**config.mk**
```make
export PLATFORM = sky130hd
export DESIGN_NAME = multi_encoding_value_scan_top_flat
export DESIGN_NICKNAME = d
export VERILOG_FILES = /design/src/rtl/mevs_pkg.sv /design/src/rtl/mevs_if.sv /design/src/rtl/mevs_cfg.sv /design/src/rtl/mevs_match.sv /design/src/rtl/mevs_emit.sv /design/src/rtl/multi_encoding_value_scan_top.sv /design/src/flat_wrapper.sv
export SDC_FILE = /design/constraint.sdc
export NUM_CORES = 2
export LEC_CHECK = 0
export BUFFER_PORTS_ARGS = -buffer_cell sky130_fd_sc_hd__buf_4
export CAP_MARGIN = 20
export CORE_AREA = 2 2 403 405
export CTS_CLUSTER_SIZE = 24
export DETAILED_ROUTE_END_ITERATION = 10
export DIE_AREA = 0 0 405 407
export SLEW_MARGIN = 20
export SYNTH_ARGS = -nofsm -noshare
export SYNTH_HDL_FRONTEND = slang
export SYNTH_SLANG_ARGS = --single-unit
```
**constraint.sdc**
```tcl
create_clock -name clock -period 19.26 [get_ports clock]
set_input_delay 1.926 -clock clock [delete_from_list [all_inputs] [get_ports clock]]
set_output_delay 1.926 -clock clock [all_outputs]
set_load 0.02 [all_outputs]
```
**src/rtl/mevs_pkg.sv**
```systemverilog
// Shared constants, types and helper functions for the multi-encoding value scan block.
`timescale 1ns / 1ps
package mevs_pkg;

   // Address handling
   localparam int ADDR_BITS_DEF = 48;
   localparam int FIELD_ADDR_W  = 48;
   localparam logic [2:0] ALIGN8_MASK = 3'd7;

   // Target register width
   localparam int TARGET_W = 54;

   // Encodings
   localparam int ENC_COUNT = 6;
   localparam int ENC_W     = 3;

   typedef enum logic [ENC_W-1:0] {
      ENC_I32  = 3'd0,
      ENC_I64  = 3'd1,
      ENC_F32  = 3'd2,
      ENC_F64  = 3'd3,
      ENC_K32  = 3'd4,
      ENC_K64  = 3'd5
   } enc_type;

   // Operation codes
   localparam logic OP_SCAN   = 1'b0;
   localparam logic OP_REFINE = 1'b1;

   // Scaled-range constants
   localparam logic [9:0] KILO      = 10'd1000;
   localparam logic [9:0] KILO_SPAN = 10'd999;

   // Bound derivation sequencer
   typedef enum logic [3:0] {
      ST_IDLE,
      ST_LOAD,
      ST_SH32,
      ST_SH16,
      ST_SH8,
      ST_SH4,
      ST_SH2,
      ST_SH1,
      ST_PACK
   } cfg_state_type;

   // Values derived from the target, held steady while items flow
   typedef struct packed {
      logic [31:0] t_low32;
      logic [63:0] t_ext;
      logic        kilo_ok;
      logic [62:0] kilo_lo;
      logic [63:0] kilo_hi;
      logic [31:0] f32_lo_key;
      logic [31:0] f32_hi_key;
      logic [63:0] f64_lo_key;
      logic [63:0] f64_hi_key;
   } bounds_type;

   // Order-preserving key of an f32 pattern; both zeros map to the same key
   function automatic logic [31:0] f32_key(input logic [31:0] b);
      logic [31:0] k;
      if (b[30:0] == '0) begin
         k = 32'h8000_0000;
      end else if (b[31]) begin
         k = ~b;
      end else begin
         k = b | 32'h8000_0000;
      end
      return k;
   endfunction

   // Order-preserving key of an f64 pattern; both zeros map to the same key
   function automatic logic [63:0] f64_key(input logic [63:0] b);
      logic [63:0] k;
      if (b[62:0] == '0) begin
         k = 64'h8000_0000_0000_0000;
      end else if (b[63]) begin
         k = ~b;
      end else begin
         k = b | 64'h8000_0000_0000_0000;
      end
      return k;
   endfunction

endpackage

```
**src/rtl/mevs_if.sv**
```systemverilog
// Valid/ready channel interfaces for window requests and match responses.
`timescale 1ns / 1ps
interface mevs_req_if;
   logic                              valid;
   logic                              ready;
   logic                              operation;
   logic [mevs_pkg::FIELD_ADDR_W-1:0] scan_addr;
   logic [31:0]                       window_low;
   logic [31:0]                       window_high;
   logic [mevs_pkg::ENC_W-1:0]        check_encoding;

   modport source (output valid, operation, scan_addr, window_low, window_high,
                   check_encoding, input ready);
   modport sink   (input valid, operation, scan_addr, window_low, window_high,
                   check_encoding, output ready);
endinterface

interface mevs_rsp_if;
   logic                              valid;
   logic                              ready;
   logic [mevs_pkg::FIELD_ADDR_W-1:0] match_addr;
   logic [mevs_pkg::ENC_W-1:0]        match_encoding;
   logic                              last_match;

   modport source (output valid, match_addr, match_encoding, last_match, input ready);
   modport sink   (input valid, match_addr, match_encoding, last_match, output ready);
endinterface

```
**src/rtl/mevs_cfg.sv**
```systemverilog
// Target register and sequencer that derives the compare bounds from it.
`timescale 1ns / 1ps
module mevs_cfg (
   input  logic                                 clock,
   input  logic                                 reset,
   input  logic                                 csr_we,
   input  logic signed [mevs_pkg::TARGET_W-1:0] csr_wdata,
   output logic                                 busy,
   output mevs_pkg::bounds_type                 bounds
);
   import mevs_pkg::*;

   cfg_state_type state_ff, state_in;

   logic [TARGET_W-1:0] target_ff;
   logic                neg_ff;
   logic [63:0]         xa_ff, xb_ff;
   logic [5:0]          ea_ff, eb_ff;
   logic                za_ff, zb_ff;
   logic                kilo_ok_ff;
   logic [62:0]         kilo_lo_ff;
   logic [63:0]         kilo_hi_ff;
   logic [31:0]         f32_lo_key_ff, f32_hi_key_ff;
   logic [63:0]         f64_lo_key_ff, f64_hi_key_ff;

   logic [TARGET_W-1:0] mag, mag1;
   logic [5:0]          sh;
   logic [63:0]         top_mask;
   logic                a_top_zero, b_top_zero;

   // Round a normalised magnitude to 53 bits and pack as f64
   function automatic logic [63:0] pack_f64(input logic s, input logic z,
                                            input logic [63:0] x, input logic [5:0] e);
      logic        rup;
      logic [53:0] r;
      logic [10:0] ex;
      logic [63:0] res;
      rup = x[10] & ((|x[9:0]) | x[11]);
      r   = {1'b0, x[63:11]} + 54'(rup);
      ex  = 11'(e) + 11'd1023 + 11'(r[53]);
      if (z) begin
         res = '0;
      end else begin
         res = {s, ex, (r[53] ? 52'd0 : r[51:0])};
      end
      return res;
   endfunction

   // Round a normalised magnitude to 24 bits and pack as f32
   function automatic logic [31:0] pack_f32(input logic s, input logic z,
                                            input logic [63:0] x, input logic [5:0] e);
      logic        rup;
      logic [24:0] r;
      logic [7:0]  ex;
      logic [31:0] res;
      rup = x[39] & ((|x[38:0]) | x[40]);
      r   = {1'b0, x[63:40]} + 25'(rup);
      ex  = 8'(e) + 8'd127 + 8'(r[24]);
      if (z) begin
         res = '0;
      end else begin
         res = {s, ex, (r[24] ? 23'd0 : r[22:0])};
      end
      return res;
   endfunction

   // Magnitudes of the two bounds
   always_comb begin
      mag  = target_ff[TARGET_W-1] ? (~target_ff + 1'b1) : target_ff;
      mag1 = target_ff[TARGET_W-1] ? (mag - 1'b1) : (mag + 1'b1);
   end

   // Next state
   always_comb begin
      state_in = state_ff;
      if (csr_we) begin
         state_in = ST_LOAD;
      end else begin
         case (state_ff)
            ST_IDLE: state_in = ST_IDLE;
            ST_LOAD: state_in = ST_SH32;
            ST_SH32: state_in = ST_SH16;
            ST_SH16: state_in = ST_SH8;
            ST_SH8:  state_in = ST_SH4;
            ST_SH4:  state_in = ST_SH2;
            ST_SH2:  state_in = ST_SH1;
            ST_SH1:  state_in = ST_PACK;
            ST_PACK: state_in = ST_IDLE;
            default: state_in = ST_IDLE;
         endcase
      end
   end

   // Outputs of the sequencer: busy flag and normalise shift
   always_comb begin
      busy = (state_ff != ST_IDLE);
      case (state_ff)
         ST_SH32: sh = 6'd32;
         ST_SH16: sh = 6'd16;
         ST_SH8:  sh = 6'd8;
         ST_SH4:  sh = 6'd4;
         ST_SH2:  sh = 6'd2;
         ST_SH1:  sh = 6'd1;
         default: sh = 6'd0;
      endcase
   end

   always_comb begin
      top_mask   = ~({64{1'b1}} >> sh);
      a_top_zero = ((xa_ff & top_mask) == '0);
      b_top_zero = ((xb_ff & top_mask) == '0);
   end

   // Control state
   always_ff @(posedge clock) begin
      if (reset) begin
         state_ff  <= ST_LOAD;
         target_ff <= '0;
      end else begin
         state_ff <= state_in;
         if (csr_we) begin
            target_ff <= csr_wdata;
         end
      end
   end

   // Derivation datapath
   always_ff @(posedge clock) begin
      case (state_ff)
         ST_LOAD: begin
            neg_ff     <= target_ff[TARGET_W-1];
            xa_ff      <= 64'(mag);
            xb_ff      <= 64'(mag1);
            ea_ff      <= 6'd63;
            eb_ff      <= 6'd63;
            za_ff      <= (mag == '0);
            zb_ff      <= (mag1 == '0);
            kilo_ok_ff <= ~target_ff[TARGET_W-1];
            // 1000 t = 1024 t - 16 t - 8 t
            kilo_lo_ff <= {target_ff[52:0], 10'd0} - 63'({target_ff[52:0], 4'd0})
                          - 63'({target_ff[52:0], 3'd0});
         end
         ST_SH32, ST_SH16, ST_SH8, ST_SH4, ST_SH2, ST_SH1: begin
            if (state_ff == ST_SH32) begin
               kilo_hi_ff <= 64'(kilo_lo_ff) + 64'(KILO_SPAN);
            end
            if (a_top_zero) begin
               xa_ff <= xa_ff << sh;
               ea_ff <= ea_ff - sh;
            end
            if (b_top_zero) begin
               xb_ff <= xb_ff << sh;
               eb_ff <= eb_ff - sh;
            end
         end
         ST_PACK: begin
            f32_lo_key_ff <= f32_key(pack_f32(neg_ff, za_ff, xa_ff, ea_ff));
            f32_hi_key_ff <= f32_key(pack_f32(neg_ff & ~zb_ff, zb_ff, xb_ff, eb_ff));
            f64_lo_key_ff <= f64_key(pack_f64(neg_ff, za_ff, xa_ff, ea_ff));
            f64_hi_key_ff <= f64_key(pack_f64(neg_ff & ~zb_ff, zb_ff, xb_ff, eb_ff));
         end
         default: begin
         end
      endcase
   end

   // Bundle for the compare stage
   always_comb begin
      bounds.t_low32    = target_ff[31:0];
      bounds.t_ext      = {{(64-TARGET_W){target_ff[TARGET_W-1]}}, target_ff};
      bounds.kilo_ok    = kilo_ok_ff;
      bounds.kilo_lo    = kilo_lo_ff;
      bounds.kilo_hi    = kilo_hi_ff;
      bounds.f32_lo_key = f32_lo_key_ff;
      bounds.f32_hi_key = f32_hi_key_ff;
      bounds.f64_lo_key = f64_lo_key_ff;
      bounds.f64_hi_key = f64_hi_key_ff;
   end

endmodule

```
**src/rtl/mevs_match.sv**
```systemverilog
// Input register and the six encoding compares, giving a match mask per window.
`timescale 1ns / 1ps
module mevs_match #(
   parameter int KEPT_W = 48
) (
   input  logic                       clock,
   input  logic                       reset,
   input  logic                       busy,
   input  mevs_pkg::bounds_type       bounds,
   mevs_req_if.sink                   req_chan,
   input  logic                       emit_free,
   output logic                       emit_load,
   output logic [mevs_pkg::ENC_COUNT-1:0] emit_mask,
   output logic [KEPT_W-1:0]          emit_addr
);
   import mevs_pkg::*;

   logic              s1_valid_ff;
   logic              s1_op_ff;
   logic [KEPT_W-1:0] s1_addr_ff;
   logic [31:0]       s1_lo_ff, s1_hi_ff;
   logic [ENC_W-1:0]  s1_sel_ff;

   logic [63:0]          w;
   logic [31:0]          k32;
   logic [63:0]          k64;
   logic                 al8;
   logic [ENC_COUNT-1:0] hits, gate;

   assign req_chan.ready = ~busy & (~s1_valid_ff | emit_free);

   // Input register
   always_ff @(posedge clock) begin
      if (reset) begin
         s1_valid_ff <= 1'b0;
      end else if (req_chan.valid && req_chan.ready) begin
         s1_valid_ff <= 1'b1;
      end else if (emit_free) begin
         s1_valid_ff <= 1'b0;
      end
   end

   always_ff @(posedge clock) begin
      if (req_chan.valid && req_chan.ready) begin
         s1_op_ff   <= req_chan.operation;
         s1_addr_ff <= req_chan.scan_addr[KEPT_W-1:0];
         s1_lo_ff   <= req_chan.window_low;
         s1_hi_ff   <= req_chan.window_high;
         s1_sel_ff  <= req_chan.check_encoding;
      end
   end

   // Encoding compares
   always_comb begin
      w   = {s1_hi_ff, s1_lo_ff};
      k32 = f32_key(s1_lo_ff);
      k64 = f64_key(w);
      al8 = ((s1_addr_ff[2:0] & ALIGN8_MASK) == 3'd0);

      hits[ENC_I32] = (s1_lo_ff == bounds.t_low32);
      hits[ENC_I64] = (w == bounds.t_ext);
      hits[ENC_F32] = (s1_lo_ff[30:23] != 8'hFF) && (k32 >= bounds.f32_lo_key)
                      && (k32 < bounds.f32_hi_key);
      hits[ENC_F64] = (w[62:52] != 11'h7FF) && (k64 >= bounds.f64_lo_key)
                      && (k64 < bounds.f64_hi_key);
      hits[ENC_K32] = bounds.kilo_ok && !s1_lo_ff[31]
                      && ({32'd0, s1_lo_ff} >= {1'b0, bounds.kilo_lo})
                      && ({32'd0, s1_lo_ff} <= bounds.kilo_hi);
      hits[ENC_K64] = bounds.kilo_ok && !w[63] && (w >= {1'b0, bounds.kilo_lo})
                      && (w <= bounds.kilo_hi);

      // Scan takes every encoding, 64-bit ones only at 8-aligned windows
      if (s1_op_ff == OP_SCAN) begin
         gate = {al8, 1'b1, al8, 1'b1, al8, 1'b1};
      end else if (s1_sel_ff <= ENC_K64) begin
         gate = ENC_COUNT'(1) << s1_sel_ff;
      end else begin
         gate = '0;
      end
   end

   assign emit_load = s1_valid_ff & emit_free;
   assign emit_mask = hits & gate;
   assign emit_addr = s1_addr_ff;

endmodule

```
**src/rtl/mevs_emit.sv**
```systemverilog
// Result register that hands out one match per transfer, lowest encoding first.
`timescale 1ns / 1ps
module mevs_emit #(
   parameter int KEPT_W = 48
) (
   input  logic                           clock,
   input  logic                           reset,
   input  logic                           emit_load,
   input  logic [mevs_pkg::ENC_COUNT-1:0] emit_mask,
   input  logic [KEPT_W-1:0]              emit_addr,
   output logic                           emit_free,
   mevs_rsp_if.source                     rsp_chan
);
   import mevs_pkg::*;

   logic [ENC_COUNT-1:0] mask_ff;
   logic [KEPT_W-1:0]    addr_ff;
   logic [ENC_COUNT-1:0] first, rest;
   logic [ENC_W-1:0]     enc;
   logic                 xfer;

   // Pick the lowest pending encoding
   always_comb begin
      first = mask_ff & (~mask_ff + 1'b1);
      rest  = mask_ff & ~first;
      enc   = '0;
      for (int i = 0; i < ENC_COUNT; i++) begin
         if (first[i]) begin
            enc = ENC_W'(i);
         end
      end
   end

   assign xfer      = rsp_chan.valid & rsp_chan.ready;
   assign emit_free = (mask_ff == '0) | (xfer & (rest == '0));

   assign rsp_chan.valid          = (mask_ff != '0);
   assign rsp_chan.match_addr     = FIELD_ADDR_W'(addr_ff);
   assign rsp_chan.match_encoding = enc;
   assign rsp_chan.last_match     = (rest == '0);

   // Pending mask: loaded per window, one bit dropped per transfer
   always_ff @(posedge clock) begin
      if (reset) begin
         mask_ff <= '0;
      end else if (emit_load) begin
         mask_ff <= emit_mask;
      end else if (xfer) begin
         mask_ff <= rest;
      end
   end

   always_ff @(posedge clock) begin
      if (emit_load) begin
         addr_ff <= emit_addr;
      end
   end

endmodule

```
**src/rtl/multi_encoding_value_scan_top.sv**
```systemverilog
// Top level of the multi-encoding value scan block.
//
// req_chan carries one 8-byte memory window per transfer with its address,
// the operation (scan all encodings or refine one) and the encoding code.
// rsp_chan returns one transfer per match, encodings in ascending order;
// last_match marks the final match of a window. A window with no match
// produces nothing on rsp_chan.
// csr_we/csr_wdata write the signed target; after a write the bound sequencer
// steps through its load, shift and pack states with req_chan.ready low,
// then windows flow. An accepted window's match mask is loaded into the result
// register once that register is free. One window per cycle while each window
// gives at most one match and rsp_chan takes it; a window with more matches
// holds the single result register until it drains, one match per transfer.
// Reset clears the pipeline, loads a target of zero and runs the same
// bound sequence before the first window is taken.
// When rsp_chan stalls, the result register holds and the input register
// still takes one more window; ready then drops until the result moves.
`timescale 1ns / 1ps
module multi_encoding_value_scan_top #(
   parameter int ADDR_BITS = mevs_pkg::ADDR_BITS_DEF
) (
   input  logic                                 clock,
   input  logic                                 reset,
   mevs_req_if.sink                             req_chan,
   mevs_rsp_if.source                           rsp_chan,
   input  logic                                 csr_we,
   input  logic signed [mevs_pkg::TARGET_W-1:0] csr_wdata
);
   import mevs_pkg::*;

   localparam int KEPT_W = (ADDR_BITS < FIELD_ADDR_W) ? ADDR_BITS : FIELD_ADDR_W;

   bounds_type           bounds;
   logic                 busy;
   logic                 emit_free, emit_load;
   logic [ENC_COUNT-1:0] emit_mask;
   logic [KEPT_W-1:0]    emit_addr;

   mevs_cfg u_cfg (
      .clock     (clock),
      .reset     (reset),
      .csr_we    (csr_we),
      .csr_wdata (csr_wdata),
      .busy      (busy),
      .bounds    (bounds)
   );

   mevs_match #(.KEPT_W(KEPT_W)) u_match (
      .clock     (clock),
      .reset     (reset),
      .busy      (busy),
      .bounds    (bounds),
      .req_chan  (req_chan),
      .emit_free (emit_free),
      .emit_load (emit_load),
      .emit_mask (emit_mask),
      .emit_addr (emit_addr)
   );

   mevs_emit #(.KEPT_W(KEPT_W)) u_emit (
      .clock     (clock),
      .reset     (reset),
      .emit_load (emit_load),
      .emit_mask (emit_mask),
      .emit_addr (emit_addr),
      .emit_free (emit_free),
      .rsp_chan  (rsp_chan)
   );

endmodule

```
**src/flat_wrapper.sv**
```systemverilog
// flat-port wrapper written by rule: the top's interface ports become plain ports
module multi_encoding_value_scan_top_flat import mevs_pkg::*;
#(
   parameter int ADDR_BITS = mevs_pkg::ADDR_BITS_DEF
)
  (clock, reset, csr_we, csr_wdata, req_chan_valid, req_chan_operation, req_chan_scan_addr, req_chan_window_low, req_chan_window_high, req_chan_check_encoding, req_chan_ready, rsp_chan_valid, rsp_chan_match_addr, rsp_chan_match_encoding, rsp_chan_last_match, rsp_chan_ready);
  mevs_req_if req_chan_i ();
  mevs_rsp_if rsp_chan_i ();
  input  logic clock;
  input  logic reset;
  input  logic csr_we;
  input  logic signed [mevs_pkg::TARGET_W-1:0] csr_wdata;
  input wire logic [$bits(req_chan_i.valid)-1:0] req_chan_valid;
  input wire logic [$bits(req_chan_i.operation)-1:0] req_chan_operation;
  input wire logic [$bits(req_chan_i.scan_addr)-1:0] req_chan_scan_addr;
  input wire logic [$bits(req_chan_i.window_low)-1:0] req_chan_window_low;
  input wire logic [$bits(req_chan_i.window_high)-1:0] req_chan_window_high;
  input wire logic [$bits(req_chan_i.check_encoding)-1:0] req_chan_check_encoding;
  output wire logic [$bits(req_chan_i.ready)-1:0] req_chan_ready;
  output wire logic [$bits(rsp_chan_i.valid)-1:0] rsp_chan_valid;
  output wire logic [$bits(rsp_chan_i.match_addr)-1:0] rsp_chan_match_addr;
  output wire logic [$bits(rsp_chan_i.match_encoding)-1:0] rsp_chan_match_encoding;
  output wire logic [$bits(rsp_chan_i.last_match)-1:0] rsp_chan_last_match;
  input wire logic [$bits(rsp_chan_i.ready)-1:0] rsp_chan_ready;
  assign req_chan_i.valid = req_chan_valid;
  assign req_chan_i.operation = req_chan_operation;
  assign req_chan_i.scan_addr = req_chan_scan_addr;
  assign req_chan_i.window_low = req_chan_window_low;
  assign req_chan_i.window_high = req_chan_window_high;
  assign req_chan_i.check_encoding = req_chan_check_encoding;
  assign req_chan_ready = req_chan_i.ready;
  assign rsp_chan_valid = rsp_chan_i.valid;
  assign rsp_chan_match_addr = rsp_chan_i.match_addr;
  assign rsp_chan_match_encoding = rsp_chan_i.match_encoding;
  assign rsp_chan_last_match = rsp_chan_i.last_match;
  assign rsp_chan_i.ready = rsp_chan_ready;
  multi_encoding_value_scan_top #(.ADDR_BITS(ADDR_BITS)) u_core (.clock(clock), .reset(reset), .req_chan(req_chan_i), .rsp_chan(rsp_chan_i), .csr_we(csr_we), .csr_wdata(csr_wdata));
endmodule
```
Word level (Yosys, flattened, before mapping)
Memory sizes are Yosys's and may differ from the RTL's. A register that Yosys moved wholly into a read port is not among the register bits. Cells that the tools add are included.

Memory bits (read-only): 64. Memories kept: 1. Input bits: 175. Logic and storage cells: 200. Register bits after elaboration: 688.

Mux-type cells: 42. Equality and inequality tests: 14. Magnitude comparators: 9. Add/sub/neg operators: 21. Bitwise logic cells: 38. Shifts and indexed selects: 4. Reductions and logical operators: 44.

Memory list: (no name shown) (depth 16, bits a word 4, read ports 1, clocked after Yosys merged registers in 1, write ports 0, RTL line mevs_cfg.sv:79) `case (state_ff)`.

Operator list (number): 2-to-1 mux 64 bit (8); inverter 64 bit (4); case mux 64 bit (2 select lines) (2); 2-to-1 mux 32 bit (6); logical NOT 63 bit (3); bitwise AND 64 bit (2); logical NOT 64 bit (2); << shifter 64 x 6 -> 64 bit (2); 2-to-1 mux 63 bit (2); adder 53 x 1 -> 54 bit (2); adder 54 x 1 -> 54 bit (second input constant) (2); logical NOT 54 bit (2); 2-to-1 mux 54 bit (2); 2-to-1 mux 52 bit (2); inverter 32 bit (3); logical NOT 31 bit (3); OR reduction 39 bit (2); adder 63 x 10 -> 64 bit (second input constant) (1); equality test 64 bit (1); >= comparator 64 x 63 -> 1 bit (1); >= comparator 64 bit (1); <= comparator 32 x 64 -> 1 bit (1); <= comparator 64 bit (1); less-than comparator 64 bit (1); 48 further kinds (116).

Logic depth before layout (Yosys ltp)
Depth after elaboration: 12. Depth in mapped cells: 27.

Modules after synthesis
Synthesis repeated with hierarchy kept, for this count alone.

Cell total of the unflattened synthesis: 6312. Area total of the unflattened synthesis: 57791.7 um^2.

Modules (own cells, without submodules): mevs_cfg (times used 1, cells each 4531, seq. area each 14884.3 um^2, area each 41412.2 um^2); mevs_match (times used 1, cells each 1686, seq. area each 3503.4 um^2, area each 14537.7 um^2); mevs_emit (times used 1, cells each 95, seq. area each 1561.5 um^2, area each 1841.8 um^2).

Worst setup path after synthesis
OpenSTA, ideal clock, no wires.

Kind: reg2reg. Start: register u_core.u_cfg.state_ff[0]. End: register u_core.u_cfg.ea_ff[0] (enable). Period minus slack after synthesis: 8562 ps. Arrival time: 7967 ps. Library setup time: 595 ps. Data required time: 18665 ps. Path slack: 10698 ps. Stages on the path, launching flop included: 6. Cells stage by stage: dfxtp_1 -> ha_1 -> inv_1 -> nor3_1 -> nand2_1 -> o21ai_0.

Cells in the longest elaborated chain, start to end: 8. Elaborated cells on any way between the ends: 16. Those cells by class: eq/ne (8); shift (1); mux (1); bitwise (2); reduce/logical (4).

RTL lines: start, declared (RTL line mevs_cfg.sv:13) `cfg_state_type state_ff, state_in;`; equality test 4 x 3 -> 1 bit / equality test 4 x 2 -> 1 bit (equally long branches) (RTL line mevs_cfg.sv:97, mevs_cfg.sv:129); case mux 6 bit (6 select lines) (RTL line mevs_cfg.sv:97) `case (state_ff)`; right shift 64 x 6 -> 64 bit (RTL line mevs_cfg.sv:109) `top_mask = ~({64{1'b1}} >> sh);`; inverter 64 bit (RTL line mevs_cfg.sv:109); bitwise AND 64 bit (RTL line mevs_cfg.sv:110) `a_top_zero = ((xa_ff & top_mask) == '0);`; logical NOT 64 bit (RTL line mevs_cfg.sv:110); != test 2 bit (no source line); AND reduction 2 bit (no source line) (*); end signal, assigned (RTL line mevs_cfg.sv:149) `ea_ff <= ea_ff - sh;`; end, declared (RTL line mevs_cfg.sv:18) `logic [5:0] ea_ff, eb_ff;`.

Mark *: on every way between the ends. The rest lies on a longest branch, timed or not. A chain may end at the register's enable or synchronous reset.

Worst setup path after layout
Start: register u_core.u_cfg.target_ff[2]. End: register u_core.u_cfg.zb_ff, data pin.

Cells in the longest elaborated chain, start to end: 6. Elaborated cells on any way between the ends: 7. Those cells by class: add/sub (3); mux (2); bitwise (1); reduce/logical (1).

RTL lines: start, declared (RTL line mevs_cfg.sv:15) `logic [TARGET_W-1:0] target_ff;`; start signal, assigned (RTL line mevs_cfg.sv:122) `target_ff <= csr_wdata;`; inverter 54 bit (RTL line mevs_cfg.sv:69) `mag = target_ff[TARGET_W-1] ? (~target_ff + 1'b1) : target_ff;`; adder 54 x 1 -> 54 bit (RTL line mevs_cfg.sv:69); 2-to-1 mux 54 bit (*) (RTL line mevs_cfg.sv:69); adder 54 x 1 -> 54 bit / subtractor 54 x 1 -> 54 bit (equally long branches) (RTL line mevs_cfg.sv:70) `mag1 = target_ff[TARGET_W-1] ? (mag - 1'b1) : (mag + 1'b1);`; 2-to-1 mux 54 bit (*) (RTL line mevs_cfg.sv:70); logical NOT 54 bit (*) (RTL line mevs_cfg.sv:137) `zb_ff <= (mag1 == '0);`; end signal, assigned (RTL line mevs_cfg.sv:137); end, declared (RTL line mevs_cfg.sv:19) `logic za_ff, zb_ff;`.

Marks and branches as above.

==> results.toml <==
[logic_synthesis]
yosysTopAreaCellShare_pct = 33.4
yosysUniqueCellTypes = 90
synth_warnings = 0
synthCells = 6022
syn-num-nets = 6747
syn_area_um2 = 55900
synth_edf_count = 621
syn_avg_cell_area_um2 = 9.28
synth_area_leader_cell = "edfxtp_1"
async_flop_share_pct = 0
yosysSeqAreaShare_pct = 35.7
yosys-top-cells-area = "edfxtp_1 (33%), ha_1 (11%), mux2i_1 (8.0%)"
synth_seq_cells = 686
synth_flop_cell = "edfxtp_1"

[sta]
rsz0062_at_grt = "false"
finalHoldViolations = 0
setup_viol = 0
drv_slew = 0
clock_skew_ps = 67.2
worst_pin_slew_ps = 1150
max_freq_mhz = 153
slew_headroom_pct = 23.0
fin_crit_ps = 6540
post-route-period-util_pct = 33.9
finalSetupTns_ps = 0

[clocking]
htreeDepth = 3
clkLatencyLatePin_ps = 750
clk_pin_slew_ps = 60
clk_path_buf_depth = 3
cts_num_sinks = 686
root_buffer = "clkbuf_16"
cts_resized = 0
cts_inserted_buffers = 82
hold_buffers = 0
post_cts_buffers = 0
cts_tree = "done"

[route]
wl_um = 218000
avgRoutedWirePerCell_um = 26.2
drt_iter0_markers = 5262
highest_layer = "met4"
wl_met1_um = 90900
vias = 47500
met3_wirelength_um = 20700
avgViaCountPerCell = 5.69
drcViolationCount = 0
dr_wl_met2_um = 94000
drtAntennaViolNets = 0
drtPass1Iterations = 6

[flow_run]
maxCapViolCount = 0

[layout]
final_cell_mix = "edfxtp_1 (621), nor2_1 (578), ha_1 (501)"
final_core_util_pct = 39.2
final_nets = 6840
layout_commonest_cell = "edfxtp_1"
final_layout_size_suffix_gt1_share_pct = 8.20
area_growth_pct = 12.4

[worst_setup_path]
required_ps = 19710
slowest_stage = "dfxtp_1"
worstSetupPathType = "reg2reg"
worst_path_most_repeated_cell = "and3_1"
worst-path-max-fanout = 8
worstRegToRegCells = 25
path_depth = 25
critPathTopFamily = "simple AND/OR/NAND/NOR gates"
setup.worst_path.end_class = "flop"
crit_buf_inv = 2
start_kind = "flop"
worst_path_largest_cell_delay_ps = 530
critPathArrivalTime_ps = 6990

[floorplanning]
ios = 229
std_cell_rows = 147
dieArea_um2 = 165000
die_y_um = 407
chipWidth_um = 405
initial_core_util_pct = 34.9
core_area_um2 = 160000

[global_route]
grt_overflow_total = 0
grt_max_degree = 193
track_usage_pct = 25.7
grt_pass1_vias = 45500
grt_pass1_wl_um = 312000
antenna_found_initial = 3

[power_and_ir_drop]
power_frac_clock_pct = 29.6
worst_ir_drop_vdd_uv = 70.4
p_per_area_nw_per_um2 = 90.9
p_switching_mw = 2.17
power_frac_comb_pct = 32.3
p_leak_nw = 26.4
p_int_mw = 3.54
power_mw = 5.71
seq_power_share_pct = 38.1
switching_share_pct = 38.1

[hold_path]
holdPathStages = 0
min_path_type = "reg2reg"

[place]
post-dp-hpwl_um = 169000
gp_congestion = 0.990
io_buffers = 228

[outcome]
status = "finished, final reports clean"
## power by group through the flow
stage | logic, mW | clock network, mW | registers (mW)
floorplan | 1.29 | 0 | 2.01
global placement | 1.79 | 0 | 2.18
detailed placement | 1.80 | 0 | 2.18
CTS | 1.81 | 1.71 | 2.15
global route | 2.00 | 1.76 | 2.18
finish | 1.85 | 1.69 | 2.17
## sequential cells by signal, indices dropped and copies added (netlist names), 3 cells and up
register and count:
u_core.u_cfg.ea_ff 6, u_core.u_cfg.xa_ff 64, u_core.u_cfg.state_ff 4, u_core.u_cfg.f64_hi_key_ff 64, u_core.u_cfg.eb_ff 6, u_core.u_cfg.f64_lo_key_ff 64
u_core.u_match.s1_sel_ff 3, u_core.u_emit.rsp_chan.match_addr 48, u_core.u_match.emit_addr 48, u_core.u_cfg.kilo_hi_ff 61, u_core.u_cfg.xb_ff 64, u_core.u_cfg.target_ff 54
u_core.u_match.s1_hi_ff 32, u_core.u_emit.mask_ff 6, u_core.u_cfg.f32_hi_key_ff 32, u_core.u_cfg.f32_lo_key_ff 32, u_core.u_cfg.kilo_lo_ff 60, u_core.u_match.s1_lo_ff 32
## kinds of logic (layout without fill, tap and decap cells)
kind of cell    count (synthesis)  in the layout  synth area share (%)
fa+ha+maj                     552            552                  13.0
xor+xnor                      663            663                  10.4
simple gates                 1793           1793                  15.4
flops                         686            686                  35.7
mux                           450            450                  8.06
other cells                     0              2                     0
buf+inv                       765            927                  5.24
compound gates               1113           1113                  12.3
## synth_stat cells (31+ instances only)
master      n
buf_1      60
o21ai_0   293
nor2_1    583
xor2_1    182
a21o_1    119
nor3_1     88
o22ai_1    46
clkbuf_1  223
edfxtp_1  621
nand4_1   140
nor2b_1    74
nor4_1     82
nand3_1   128
and3_1     73
xnor2_1   481
ha_1      501
dfxtp_1    65
nand2b_1   63
mux2i_1   448
inv_1     453
a211oi_1   31
nand2_1   420
a21oi_1   341
or3_1      47
fa_1       49
## final timing paths
kind	startpoint	to	slack [ps]
worst min register to register	u_core.u_match.emit_addr[38]	u_core.u_emit.rsp_chan.match_addr[38]	410
worst min-delay path	u_core.u_match.emit_addr[38]	u_core.u_emit.rsp_chan.match_addr[38]	410
worst max-delay path	u_core.u_cfg.target_ff[2]	u_core.u_cfg.zb_ff	12720
worst max register to register	u_core.u_cfg.target_ff[2]	u_core.u_cfg.zb_ff	12720
## metal layers
| layer | GRT usage [%] | vias up |
|---|---|---|
| met5 | 0 | - |
| met4 | 13.0 | 0 |
| met3 | 5.83 | 481 |
| met2 | 39.4 | 2356 |
| met1 | 34.0 | 23100 |
| li1 | - | 21600 |
## per-stage QoR
step / hold WS (ps) / area (um^2) / setup WS, ps / instances
floorplan: 400 / 55900 / 10700 / 6022
CTS: 403 / 62800 / 12820 / 8342
global placement: 401 / 59900 / 12930 / 8189
global route: 417 / 62800 / 12310 / 8345
finish: 411 / 62800 / 12720 / 8346
detailed placement: 405 / 59900 / 12890 / 8189
## cell type report
cell class	count	area [um^2]
fillers	15900	97400
multi-input cells	4571	33100
flip-flops and latches	686	20000
well taps	2160	2700
repair buffers	317	2400
clock buffers	106	2230
inverters	457	1730
clock inverters	47	677
diodes	2	5.00
Note: power is estimated with default switching activity, not from simulation.
